===== src/rtl/phig_pkg.sv =====
// Package for the periodic halo index generator.
// Holds field widths, request and status codes, register indexes and the
// command and status structs that join the controller and the datapath.
`default_nettype none

package phig_pkg;

  localparam int COORD_W   = 11;
  localparam int CFG_W     = 11;
  localparam int CFG_IDX_W = 2;
  localparam int BS_W      = 5;
  localparam int STAT_W    = 2;
  localparam int IDX_W     = 34;
  localparam int CUR_W     = 13;
  localparam int WRAP_W    = 14;

  localparam int DEF_MAX_AXIS_SIZE = 1024;
  localparam int DEF_MAX_BLOCK     = 16;

  localparam logic REQ_START = 1'b0;
  localparam logic REQ_NEXT  = 1'b1;

  localparam logic [STAT_W-1:0] ST_INDEX  = 2'd0;
  localparam logic [STAT_W-1:0] ST_ACCEPT = 2'd1;
  localparam logic [STAT_W-1:0] ST_REJECT = 2'd2;
  localparam logic [STAT_W-1:0] ST_IDLE   = 2'd3;

  localparam logic [CFG_IDX_W-1:0] CFG_SIZE_X     = 2'd0;
  localparam logic [CFG_IDX_W-1:0] CFG_SIZE_Y     = 2'd1;
  localparam logic [CFG_IDX_W-1:0] CFG_SIZE_Z     = 2'd2;
  localparam logic [CFG_IDX_W-1:0] CFG_BLOCK_SIZE = 2'd3;

  typedef struct packed {
    logic accept;
    logic mul_plane;
    logic mul_depth;
    logic sum_node;
    logic mul_block;
    logic emit;
  } phig_cmd_t;

  typedef struct packed {
    logic need_calc;
  } phig_sts_t;

endpackage

`default_nettype wire


===== src/rtl/phig_ctrl.sv =====
// Controller of the periodic halo index generator.
// Sequences the multiply and sum steps of the datapath and owns both handshakes.
// Depends on phig_pkg.
`default_nettype none

module phig_ctrl (
  input  wire logic                 clk,
  input  wire logic                 rst_n,
  input  wire logic                 in_valid,
  output logic                      in_stall,
  output logic                      out_valid,
  input  wire logic                 out_stall,
  input  wire phig_pkg::phig_sts_t  sts,
  output phig_pkg::phig_cmd_t       cmd
);
  import phig_pkg::*;

  localparam logic [2:0] S_IDLE  = 3'd0;
  localparam logic [2:0] S_PLANE = 3'd1;
  localparam logic [2:0] S_DEPTH = 3'd2;
  localparam logic [2:0] S_SUM   = 3'd3;
  localparam logic [2:0] S_BLOCK = 3'd4;
  localparam logic [2:0] S_FIN   = 3'd5;

  logic [2:0] state_r, state_nxt;
  logic       out_valid_r, out_valid_nxt;
  logic       out_free;

  assign out_free  = !out_valid_r || !out_stall;
  assign in_stall  = (state_r != S_IDLE);
  assign out_valid = out_valid_r;

  always_comb begin
    state_nxt     = state_r;
    cmd           = '0;
    cmd.accept    = (state_r == S_IDLE) && in_valid;
    cmd.mul_plane = (state_r == S_PLANE);
    cmd.mul_depth = (state_r == S_DEPTH);
    cmd.sum_node  = (state_r == S_SUM);
    cmd.mul_block = (state_r == S_BLOCK);
    cmd.emit      = (state_r == S_FIN) && out_free;
    case (state_r)
      S_IDLE: begin
        if (in_valid) begin
          state_nxt = sts.need_calc ? S_PLANE : S_FIN;
        end
      end
      S_PLANE: state_nxt = S_DEPTH;
      S_DEPTH: state_nxt = S_SUM;
      S_SUM:   state_nxt = S_BLOCK;
      S_BLOCK: state_nxt = S_FIN;
      S_FIN: begin
        if (out_free) begin
          state_nxt = S_IDLE;
        end
      end
      default: state_nxt = S_IDLE;
    endcase
  end

  always_comb begin
    if (cmd.emit) begin
      out_valid_nxt = 1'b1;
    end else if (!out_stall) begin
      out_valid_nxt = 1'b0;
    end else begin
      out_valid_nxt = out_valid_r;
    end
  end

  always_ff @(posedge clk) begin
    if (!rst_n) begin
      state_r     <= S_IDLE;
      out_valid_r <= 1'b0;
    end else begin
      state_r     <= state_nxt;
      out_valid_r <= out_valid_nxt;
    end
  end

endmodule

`default_nettype wire


===== src/rtl/phig_dp.sv =====
// Datapath of the periodic halo index generator.
// Holds the configuration registers, the walk state, the multiply chain and
// the result register. Depends on phig_pkg.
`default_nettype none

module phig_dp #(
  parameter int MAX_AXIS_SIZE = phig_pkg::DEF_MAX_AXIS_SIZE,
  parameter int MAX_BLOCK     = phig_pkg::DEF_MAX_BLOCK
) (
  input  wire logic                                   clk,
  input  wire logic                                   rst_n,
  input  wire logic                                   cfg_wr_en,
  input  wire logic        [phig_pkg::CFG_IDX_W-1:0]  cfg_index,
  input  wire logic        [phig_pkg::CFG_W-1:0]      cfg_data,
  input  wire logic                                   in_req_type,
  input  wire logic signed [phig_pkg::COORD_W-1:0]    in_start_x,
  input  wire logic signed [phig_pkg::COORD_W-1:0]    in_start_y,
  input  wire logic signed [phig_pkg::COORD_W-1:0]    in_start_z,
  input  wire logic        [phig_pkg::COORD_W-1:0]    in_width_x,
  input  wire logic        [phig_pkg::COORD_W-1:0]    in_width_y,
  input  wire logic        [phig_pkg::COORD_W-1:0]    in_width_z,
  input  wire phig_pkg::phig_cmd_t                    cmd,
  output phig_pkg::phig_sts_t                         sts,
  output logic             [phig_pkg::STAT_W-1:0]     out_status,
  output logic             [phig_pkg::IDX_W-1:0]      out_linear_index,
  output logic                                        out_last
);
  import phig_pkg::*;

  localparam logic [16:0] MAX_AX  = 17'(MAX_AXIS_SIZE);
  localparam logic [8:0]  MAX_BLK = 9'(MAX_BLOCK);

  function automatic logic axis_ok(input logic [CFG_W-1:0] size,
                                   input logic signed [CUR_W-1:0] start,
                                   input logic [CFG_W-1:0] width);
    logic signed [CUR_W-1:0] sz;
    logic signed [CUR_W-1:0] lim;
    logic signed [CUR_W-1:0] fin;
    logic                    ok;
    begin
      sz  = $signed({2'b00, size});
      lim = $signed({1'b0, size, 1'b0});
      fin = start + $signed({2'b00, width});
      ok  = (size != '0) && (17'(size) <= MAX_AX) && (width != '0);
      ok  = ok && !(start < -sz) && !(fin > lim);
      return ok;
    end
  endfunction

  function automatic logic signed [WRAP_W-1:0] wrap_axis(
      input logic signed [CUR_W-1:0] v, input logic [CFG_W-1:0] size);
    logic signed [WRAP_W-1:0] r;
    logic signed [WRAP_W-1:0] s;
    begin
      r = $signed({v[CUR_W-1], v});
      s = $signed({3'b000, size});
      if (r < 0) begin
        r = r + s;
      end else if (r >= s) begin
        r = r - s;
      end
      return r;
    end
  endfunction

  logic [CFG_W-1:0] size_x_r, size_y_r, size_z_r;
  logic [BS_W-1:0]  bs_r;

  logic                    active_r, active_nxt;
  logic signed [CUR_W-1:0] cur_x_r, cur_x_nxt, cur_y_r, cur_y_nxt, cur_z_r, cur_z_nxt;
  logic [BS_W-1:0]         comp_r, comp_nxt;
  logic signed [CUR_W-1:0] first_x_r, first_x_nxt, first_y_r, first_y_nxt;
  logic signed [CUR_W-1:0] end_x_r, end_x_nxt, end_y_r, end_y_nxt, end_z_r, end_z_nxt;

  logic [STAT_W-1:0] res_status_nxt;
  logic              res_last_nxt;

  logic signed [CUR_W-1:0] sx, sy, sz;
  logic                    box_ok;
  logic [BS_W:0]           comp_inc;
  logic signed [CUR_W-1:0] x_inc, y_inc, z_inc;

  logic signed [WRAP_W-1:0]  gx_r, gy_r, gz_r;
  logic [BS_W-1:0]           calc_comp_r;
  logic signed [25:0]        p_yx_r;
  logic [2*CFG_W-1:0]        p_xy_r;
  logic [IDX_W-1:0]          p_z_r;
  logic signed [36:0]        p_z_full;
  logic [IDX_W-1:0]          node_r;
  logic [STAT_W-1:0]         res_status_r;
  logic [IDX_W-1:0]          res_idx_r;
  logic                      res_last_r;

  assign sx = $signed({{2{in_start_x[COORD_W-1]}}, in_start_x});
  assign sy = $signed({{2{in_start_y[COORD_W-1]}}, in_start_y});
  assign sz = $signed({{2{in_start_z[COORD_W-1]}}, in_start_z});

  assign box_ok = axis_ok(size_x_r, sx, in_width_x) && axis_ok(size_y_r, sy, in_width_y) &&
                  axis_ok(size_z_r, sz, in_width_z) && (bs_r != '0) &&
                  (9'(bs_r) <= MAX_BLK);

  assign sts.need_calc = (in_req_type == REQ_NEXT) && active_r;

  assign comp_inc = {1'b0, comp_r} + 1'b1;
  assign x_inc    = cur_x_r + $signed(CUR_W'(1));
  assign y_inc    = cur_y_r + $signed(CUR_W'(1));
  assign z_inc    = cur_z_r + $signed(CUR_W'(1));

  always_comb begin
    active_nxt     = active_r;
    cur_x_nxt      = cur_x_r;
    cur_y_nxt      = cur_y_r;
    cur_z_nxt      = cur_z_r;
    comp_nxt       = comp_r;
    first_x_nxt    = first_x_r;
    first_y_nxt    = first_y_r;
    end_x_nxt      = end_x_r;
    end_y_nxt      = end_y_r;
    end_z_nxt      = end_z_r;
    res_status_nxt = ST_IDLE;
    res_last_nxt   = 1'b0;
    if (in_req_type == REQ_START) begin
      if (box_ok) begin
        active_nxt     = 1'b1;
        first_x_nxt    = sx;
        first_y_nxt    = sy;
        end_x_nxt      = sx + $signed({2'b00, in_width_x});
        end_y_nxt      = sy + $signed({2'b00, in_width_y});
        end_z_nxt      = sz + $signed({2'b00, in_width_z});
        cur_x_nxt      = sx;
        cur_y_nxt      = sy;
        cur_z_nxt      = sz;
        comp_nxt       = '0;
        res_status_nxt = ST_ACCEPT;
      end else begin
        active_nxt     = 1'b0;
        res_status_nxt = ST_REJECT;
      end
    end else if (active_r) begin
      res_status_nxt = ST_INDEX;
      if (comp_inc < {1'b0, bs_r}) begin
        comp_nxt = comp_inc[BS_W-1:0];
      end else begin
        comp_nxt  = '0;
        cur_x_nxt = x_inc;
        if (x_inc >= end_x_r) begin
          cur_x_nxt = first_x_r;
          cur_y_nxt = y_inc;
          if (y_inc >= end_y_r) begin
            cur_y_nxt = first_y_r;
            cur_z_nxt = z_inc;
            if (z_inc >= end_z_r) begin
              active_nxt   = 1'b0;
              res_last_nxt = 1'b1;
            end
          end
        end
      end
    end
  end

  always_ff @(posedge clk) begin
    if (!rst_n) begin
      size_x_r <= CFG_W'(1);
      size_y_r <= CFG_W'(1);
      size_z_r <= CFG_W'(1);
      bs_r     <= BS_W'(1);
    end else if (cfg_wr_en) begin
      case (cfg_index)
        CFG_SIZE_X:     size_x_r <= cfg_data;
        CFG_SIZE_Y:     size_y_r <= cfg_data;
        CFG_SIZE_Z:     size_z_r <= cfg_data;
        CFG_BLOCK_SIZE: bs_r     <= cfg_data[BS_W-1:0];
        default: ;
      endcase
    end
  end

  always_ff @(posedge clk) begin
    if (!rst_n) begin
      active_r <= 1'b0;
    end else if (cmd.accept) begin
      active_r <= active_nxt;
    end
  end

  always_ff @(posedge clk) begin
    if (cmd.accept) begin
      cur_x_r      <= cur_x_nxt;
      cur_y_r      <= cur_y_nxt;
      cur_z_r      <= cur_z_nxt;
      comp_r       <= comp_nxt;
      first_x_r    <= first_x_nxt;
      first_y_r    <= first_y_nxt;
      end_x_r      <= end_x_nxt;
      end_y_r      <= end_y_nxt;
      end_z_r      <= end_z_nxt;
      res_status_r <= res_status_nxt;
      res_last_r   <= res_last_nxt;
      res_idx_r    <= '0;
      gx_r         <= wrap_axis(cur_x_r, size_x_r);
      gy_r         <= wrap_axis(cur_y_r, size_y_r);
      gz_r         <= wrap_axis(cur_z_r, size_z_r);
      calc_comp_r  <= comp_r;
    end
    if (cmd.mul_plane) begin
      p_yx_r <= gy_r * $signed({1'b0, size_x_r});
      p_xy_r <= size_x_r * size_y_r;
    end
    if (cmd.mul_depth) begin
      p_z_r <= p_z_full[IDX_W-1:0];
    end
    if (cmd.sum_node) begin
      node_r <= IDX_W'(gx_r) + IDX_W'(p_yx_r) + p_z_r;
    end
    if (cmd.mul_block) begin
      res_idx_r <= node_r * IDX_W'(bs_r) + IDX_W'(calc_comp_r);
    end
    if (cmd.emit) begin
      out_status       <= res_status_r;
      out_linear_index <= res_idx_r;
      out_last         <= res_last_r;
    end
  end

  assign p_z_full = gz_r * $signed({1'b0, p_xy_r});

endmodule

`default_nettype wire


===== src/rtl/periodic_halo_index_generator.sv =====
// Periodic halo index generator: top level joining controller and datapath.
// A start request, or a next request with no walk running, goes from idle straight to the
// finish state, where its result is registered; an index first passes the plane and depth
// multiplies, the node sum and the block multiply, each in a state of its own.
// One request at a time: in_stall is high whenever the controller is not idle, so the next
// transfer is taken only after the result is emitted, and it waits on out_stall as well.
`default_nettype none

module periodic_halo_index_generator #(
  parameter int MAX_AXIS_SIZE = phig_pkg::DEF_MAX_AXIS_SIZE,
  parameter int MAX_BLOCK     = phig_pkg::DEF_MAX_BLOCK
) (
  input  wire logic                                   clk,
  input  wire logic                                   rst_n,
  input  wire logic                                   cfg_wr_en,
  input  wire logic        [phig_pkg::CFG_IDX_W-1:0]  cfg_index,
  input  wire logic        [phig_pkg::CFG_W-1:0]      cfg_data,
  input  wire logic                                   in_valid,
  output logic                                        in_stall,
  input  wire logic                                   in_req_type,
  input  wire logic signed [phig_pkg::COORD_W-1:0]    in_start_x,
  input  wire logic signed [phig_pkg::COORD_W-1:0]    in_start_y,
  input  wire logic signed [phig_pkg::COORD_W-1:0]    in_start_z,
  input  wire logic        [phig_pkg::COORD_W-1:0]    in_width_x,
  input  wire logic        [phig_pkg::COORD_W-1:0]    in_width_y,
  input  wire logic        [phig_pkg::COORD_W-1:0]    in_width_z,
  output logic                                        out_valid,
  input  wire logic                                   out_stall,
  output logic             [phig_pkg::STAT_W-1:0]     out_status,
  output logic             [phig_pkg::IDX_W-1:0]      out_linear_index,
  output logic                                        out_last
);
  import phig_pkg::*;

  phig_cmd_t cmd;
  phig_sts_t sts;

  phig_ctrl u_ctrl (
    .clk       (clk),
    .rst_n     (rst_n),
    .in_valid  (in_valid),
    .in_stall  (in_stall),
    .out_valid (out_valid),
    .out_stall (out_stall),
    .sts       (sts),
    .cmd       (cmd)
  );

  phig_dp #(
    .MAX_AXIS_SIZE (MAX_AXIS_SIZE),
    .MAX_BLOCK     (MAX_BLOCK)
  ) u_dp (
    .clk              (clk),
    .rst_n            (rst_n),
    .cfg_wr_en        (cfg_wr_en),
    .cfg_index        (cfg_index),
    .cfg_data         (cfg_data),
    .in_req_type      (in_req_type),
    .in_start_x       (in_start_x),
    .in_start_y       (in_start_y),
    .in_start_z       (in_start_z),
    .in_width_x       (in_width_x),
    .in_width_y       (in_width_y),
    .in_width_z       (in_width_z),
    .cmd              (cmd),
    .sts              (sts),
    .out_status       (out_status),
    .out_linear_index (out_linear_index),
    .out_last         (out_last)
  );

  a_one_at_a_time: assert property (@(posedge clk) disable iff (!rst_n)
    in_valid && !in_stall |=> in_stall)
    else $error("A second transfer was taken while a request was in work.");

  a_index_zero: assert property (@(posedge clk) disable iff (!rst_n)
    out_valid |-> (out_status == ST_INDEX || out_linear_index == '0))
    else $error("A non-index result carries a nonzero index.");

  a_last_on_index: assert property (@(posedge clk) disable iff (!rst_n)
    out_valid && out_last |-> out_status == ST_INDEX)
    else $error("The last mark is set on a result that is not an index.");

endmodule

`default_nettype wire


===== config.mk =====
export PLATFORM = sky130hd
export DESIGN_NAME = periodic_halo_index_generator
export DESIGN_NICKNAME = d
export VERILOG_FILES = /design/src/rtl/phig_pkg.sv /design/src/rtl/phig_ctrl.sv /design/src/rtl/phig_dp.sv /design/src/rtl/periodic_halo_index_generator.sv
export SDC_FILE = /design/constraint.sdc
export NUM_CORES = 2
export LEC_CHECK = 0
export BUFFER_PORTS_ARGS = -buffer_cell sky130_fd_sc_hd__buf_4
export CAP_MARGIN = 10
export CORE_ASPECT_RATIO = 2
export CORE_MARGIN = 3
export CORE_UTILIZATION = 55
export DETAILED_ROUTE_END_ITERATION = 8
export PLACE_DENSITY = 0.76
export SLEW_MARGIN = 10
export SYNTH_ARGS = -nofsm -noshare
export SYNTH_HDL_FRONTEND = slang
export SYNTH_SLANG_ARGS = --single-unit

===== constraint.sdc =====
create_clock -name clk -period 6.3 [get_ports clk]
set_input_delay 1.26 -clock clk [delete_from_list [all_inputs] [get_ports clk]]
set_output_delay 1.26 -clock clk [all_outputs]
set_load 0.1 [all_outputs]

Word level (Yosys, flattened, before mapping)

Index checks and enable logic that the tools add are counted.

Register bits: 385
Word-level logic and storage cells: 189
Output and inout bits: 39
Bits of input ports: 85

$mul: 4
Reductions and logical operators: 51
Magnitude comparators: 20
$add $sub $neg: 19
Equal/unequal tests: 15
Bitwise operators: 4
Muxes and demuxes: 46

Operator list:

| operator                                               | count |
|---|---|
| two-way mux 13 bit                                     | 17 |
| two-way mux 14 bit                                     | 6 |
| two-way mux 34 bit                                     | 2 |
| nonzero test 11 bit                                    | 6 |
| adder 13 x 12 -> 14 bit                                | 3 |
| subtractor 13 x 12 -> 14 bit                           | 3 |
| adder 11 x 12 -> 13 bit                                | 3 |
| adder 13 x 2 -> 13 bit, second input constant          | 3 |
| >= comparator 13 x 12 -> 1 bit                         | 3 |
| >= comparator 13 bit                                   | 3 |
| greater-than comparator 13 bit                         | 3 |
| < comparator 11 x 13 -> 1 bit                          | 3 |
| < comparator 13 x 1 -> 1 bit, second input constant    | 3 |
| negation 11 -> 13 bit                                  | 3 |
| adder 34 bit                                           | 1 |
| adder 34 x 5 -> 34 bit                                 | 1 |
| multiplier 14 x 23 -> 34 bit                           | 1 |
| multiplier 34 x 5 -> 34 bit                            | 1 |
| less-or-equal comparator 11 bit, second input constant | 3 |
| adder 14 x 26 -> 27 bit                                | 1 |
| multiplier 14 x 12 -> 26 bit                           | 1 |
| multiplier 11 x 11 -> 22 bit                           | 1 |
| two-way mux 5 bit                                      | 4 |
| logical AND 1 bit                                      | 19 |
| 28 further kinds                                       | 65 |

Depth between registers and ports, before layout

Depth in word-level cells: 11
Depth in mapped cells: 24
Mapped depth without buffers: 23

By module

Synthesis repeated with hierarchy kept, for this count alone.

Cell total of the unflattened synthesis: 5158
Area, all modules: 48622.9 um^2

By module, submodules not included:

| module    | times used | sequential area each (um^2) | area an instance (um^2) | cells an instance |
|---|---|---|---|---|
| phig_dp   | 1          | 11050.6                     | 48407.7                 | 5132 |
| phig_ctrl | 1          | 80.1                        | 215.2                   | 26 |

Least setup slack after synthesis

OpenSTA, ideal clock, no wires.

Path kind: flip-flop to flip-flop
From: reg u_dp.gz_r[13]
To: reg u_dp.p_z_r[31] (data pin)
Path slack: -0.203 ns
Data arrival time: 6.245 ns
Cell stages (with the launch flop): 21
Setup time: 0.258 ns
Path buffers: 1
Cells stage by stage: edfxtp_1 clkbuf_1 nor2b_1 fa_1 fa_1 fa_1 fa_1 fa_1 inv_1 fa_1 inv_1 ha_1 and3_1 nand4_1 or4b_2 a31oi_1 a221oi_1 nand2b_1 o22a_1 a41o_1 xor2_1

Cells in the longest elaborated chain, start to end: 1

RTL lines:

| element                      | line           | source |
|---|---|---|
| from (decl)                  | phig_dp.sv:83  | `logic signed [WRAP_W-1:0] gx_r, gy_r, gz_r;` |
| from (signal assigned)       | phig_dp.sv:203 | `gz_r <= wrap_axis(cur_z_r, size_z_r);` |
| multiplier 14 x 23 -> 34 bit | phig_dp.sv:226 | `assign p_z_full = gz_r * $signed({1'b0, p_xy_r});` |
| via u_dp.p_z_full[31]        | phig_dp.sv:88  | `logic signed [36:0] p_z_full;` |
| to (signal assigned)         | phig_dp.sv:211 | `p_z_r <= p_z_full[IDX_W-1:0];` |
| to (decl)                    | phig_dp.sv:87  | `logic [IDX_W-1:0] p_z_r;` |

The timed path passes the listed nets, and every way through them passes these cells.
A chain may end at the register's enable or synchronous reset.

Final worst setup path

From: reg u_dp.p_xy_r[11]
To: reg u_dp.p_z_r[33] (data pin)

Cells in the longest elaborated chain, start to end: 1

RTL lines:

| element                      | line           | source |
|---|---|---|
| from (decl)                  | phig_dp.sv:86  | `logic [2*CFG_W-1:0] p_xy_r;` |
| from (signal assigned)       | phig_dp.sv:208 | `p_xy_r <= size_x_r * size_y_r;` |
| multiplier 14 x 23 -> 34 bit | phig_dp.sv:226 |  |
| via u_dp.p_z_full[33]        | phig_dp.sv:88  |  |

The timed path passes the listed nets, and every way through them passes these cells.

==> flow_summary_export.csv <==
group,metric,value,unit
yosys,synth_common_cells,"inv_1, ha_1, fa_1, nand2_1, edfxtp_1",
timing,rsz0062_at_grt,"yes",
critical_path,cp-start-kind,"register",
critical_path,cpPeakStageDelay,560,ps
yosys,yosysSeqAreaShare,22.8,%
floorplanning,boundaryPins,124,
critical_path,critPathLaunch,"u_dp.p_xy_r[11]",
clock_tree,hold_buffers,0,
finish,area_delta_synth_final,11.5,%
critical_path,crit_type,"register to register",
finish,drive_above_1_share,11.0,%
grt,grt_pass1_wl,212000,µm
timing,hold_viol,0,
yosys,ys_seq_elements,385,
yosys,synth_flop_cell,"edfxtp_1",
placement,portBuffers,123,
finish,nets,6668,
floorplanning,dieHeight,428,µm
timing,skew,33.0,ps
routing,wire_per_inst,20.4,µm
critical_path,r2r_slack,-40,ps
clock_tree,clockBufferDepth,3,
yosys,synth_top_area_share,23.1,%
yosys,synthCells,5199,
routing,drt_wl_total,136000,µm
yosys,ys_types,75,
routing,dr.pass1.iters,6,
timing,min_period,6340,ps
routing,drc,0,
clock_tree,cts_tree,"done",
yosys,synth_nets,6418,
floorplanning,dieWidth,217,µm
clock_tree,cts_root_buf,"clkbuf_16",
timing,worst_pin_slew,1210,ps
critical_path,cp_common_cell,"fa_1",
placement,pre_cts_slack,-266,ps
clock_tree,htreeDepth,2,
clock_tree,numClockSinks,385,
grt,first_global_vias,41400,
critical_path,cp_data_arrival_time,6700,ps
yosys,ys_async_sr_fraction,0,%
timing,worst_slack,-37.4,ps
grt,antenna_found_initial,4,
routing,vias,38200,
worst_hold_path,holdCritStartpoint,"u_dp.res_idx_r[9]",
timing,maxSlewHeadroom,18.8,%
yosys,ys_warn_count,0,
critical_path,crit_chain,"buf_4, buf_4, buf_4, and2_4, fa_1, inv_2, fa_1, inv_2, fa_1, fa_2, fa_1, inv_1, fa_2, inv_1, ha_4, a21oi_1, o2111ai_1, nand3_1, a31oi_4, a221oi_2, nand2b_1, o22a_1, a221o_1, xnor2_1",
grt,grt_max_degree,62,
critical_path,cp_data_required_time,6660,ps
timing,setup_viol,3,
floorplanning,die_area,92700,µm²
routing,vias_per_cell,5.75,
floorplanning,core_region_area,88100,µm²
placement,gp_congestion,1.04,
run,cap_violations,0,
grt,grt_usage,29.5,%
timing,fin_crit_sh,101,%
floorplanning,fp-row-count,154,
critical_path,critical_path.slowest_cell,"fa_2",
clock_tree,cts_made_buffers,40,
grt,grt.overflow.total,0,
critical_path,r2r-start,"u_dp.p_xy_r[11]",
timing,final_max_slew_viol_count,0,
floorplanning,initial_core_util,55.5,%
worst_hold_path,min_path_type,"register to register",
run_status,status,"complete, but fails checks",
run_status,violations,"setup timing",
yosys,yosysMostFrequentCell,"inv_1",
routing,ant_nets,0,
critical_path,endpoint_kind,"register",
yosys,syn_avg_cell_area,9.40,µm²
critical_path,crit_fanout,3,
clock_tree,clock_latency,620,ps
clock_tree,clk_pin_slew,80,ps
routing,drt_iter0_markers,2053,
yosys,synth.area.top_cells,"fa_1, edfxtp_1, ha_1",
placement,hpwl,112000,µm
timing,max_freq,158,MHz
yosys,synth_edf_count,342,
yosys,syn_area,48900,µm²
yosys,synth_top_cell_by_area,"fa_1",
stage by stage:
stage               std cells  TNS [ps]  hold WS, ps  instance area (µm²)  utilization [%]
finish                   6651     -87.4          405                54500             61.9
detailed placement       6525     -1450          405                52300             59.4
global placement         6525      -859          401                52300             59.4
global route             6650     -1410          412                54500             61.9
floorplan                5199     -17.6          400                48900                -
CTS                      6619         0          414                54000             61.4
flip-flops by register name (all words and copies together), names as in the netlist, 13 cells and up:
| name | cells |
|---|---|
| u_dp.p_z_r | 34 |
| u_dp.gz_r | 14 |
| u_dp.end_y_r | 13 |
| u_dp.p_xy_r | 22 |
| u_dp.gy_r | 14 |
| u_dp.p_yx_r | 26 |
| u_dp.out_linear_index | 34 |
| u_dp.node_r | 34 |
| u_dp.gx_r | 14 |
| u_dp.end_z_r | 13 |
| u_dp.res_idx_r | 34 |
| u_dp.cur_z_r | 13 |
| u_dp.cur_x_r | 13 |
| u_dp.end_x_r | 13 |
| u_dp.cur_y_r | 13 |
layout by cell type (no fill, tap or decap), types with 42 or more instances in the layout:
cell	Yosys	final
a21o_1	108	108
a21oi_1	224	217
and2_1	335	319
buf_4	0	350
edfxtp_1	342	342
fa_1	565	548
ha_1	569	555
inv_1	823	794
mux2i_1	42	42
nand2_1	540	536
nand2b_1	51	51
nand3_1	67	66
nor2_1	309	309
nor2b_1	57	54
nor3_1	73	69
o21a_1	48	48
o21ai_0	137	133
o21bai_1	45	45
xnor2_1	201	200
xor2_1	67	67
per-layer routing:
metal	wire, µm	GRT usage, %
met2	72200	56.5
met3	6100	3.76
met4	16100	27.6
met1	41200	26.0
met5	8	0
cell families (layout without fill, tap and decap cells):
family	Yosys count	after routing	synth area share, %
AOI/OAI and AO/OA	779	779	10.4
xor gates and xnor gates	268	268	4.80
adders and majority gates	1134	1134	37.7
buffers and inverters	1010	1291	7.75
DFF	385	385	22.8
muxes	44	44	0.906
other	0	1	0
and+or+nand+nor	1579	1579	15.7
layout make-up:
cell class	instances	area, µm²
fillers	7299	33500
multi-input cells	3804	34500
inverters	834	3130
flip-flops and latches	385	11100
clock buffers	45	1040
well taps	1170	1460
clock inverters	28	238
diodes	1	2.50
repair buffers	384	3030
critical path, delay by kind of cell, from the launching register on:
family / cells / cell delay (ps)
XOR/XNOR: 1 / 130
AO/OA/AOI/OAI: 6 / 1340
flip-flops: 1 / 420
AND/OR/NAND/NOR: 3 / 400
buffers and inverters: 7 / 620
adder cells (fa/ha/maj): 7 / 3160
what timing repair did:
action,CTS,global route
gates resized for setup,62,89
pin swaps,64,72
buffers inserted,21,32
cloned,0,0
endpoints found under the setup margin,11,17
final timing paths:
check | end | depth (start not counted)
max | u_dp.p_z_r[33] | 24
min | u_dp.out_linear_index[9] | 0
max reg2reg | u_dp.p_z_r[33] | 24
min reg2reg | u_dp.out_linear_index[9] | 0
Power is not shown: default switching activity piles up to over one toggle a cycle in this logic, so the estimate is an artifact.
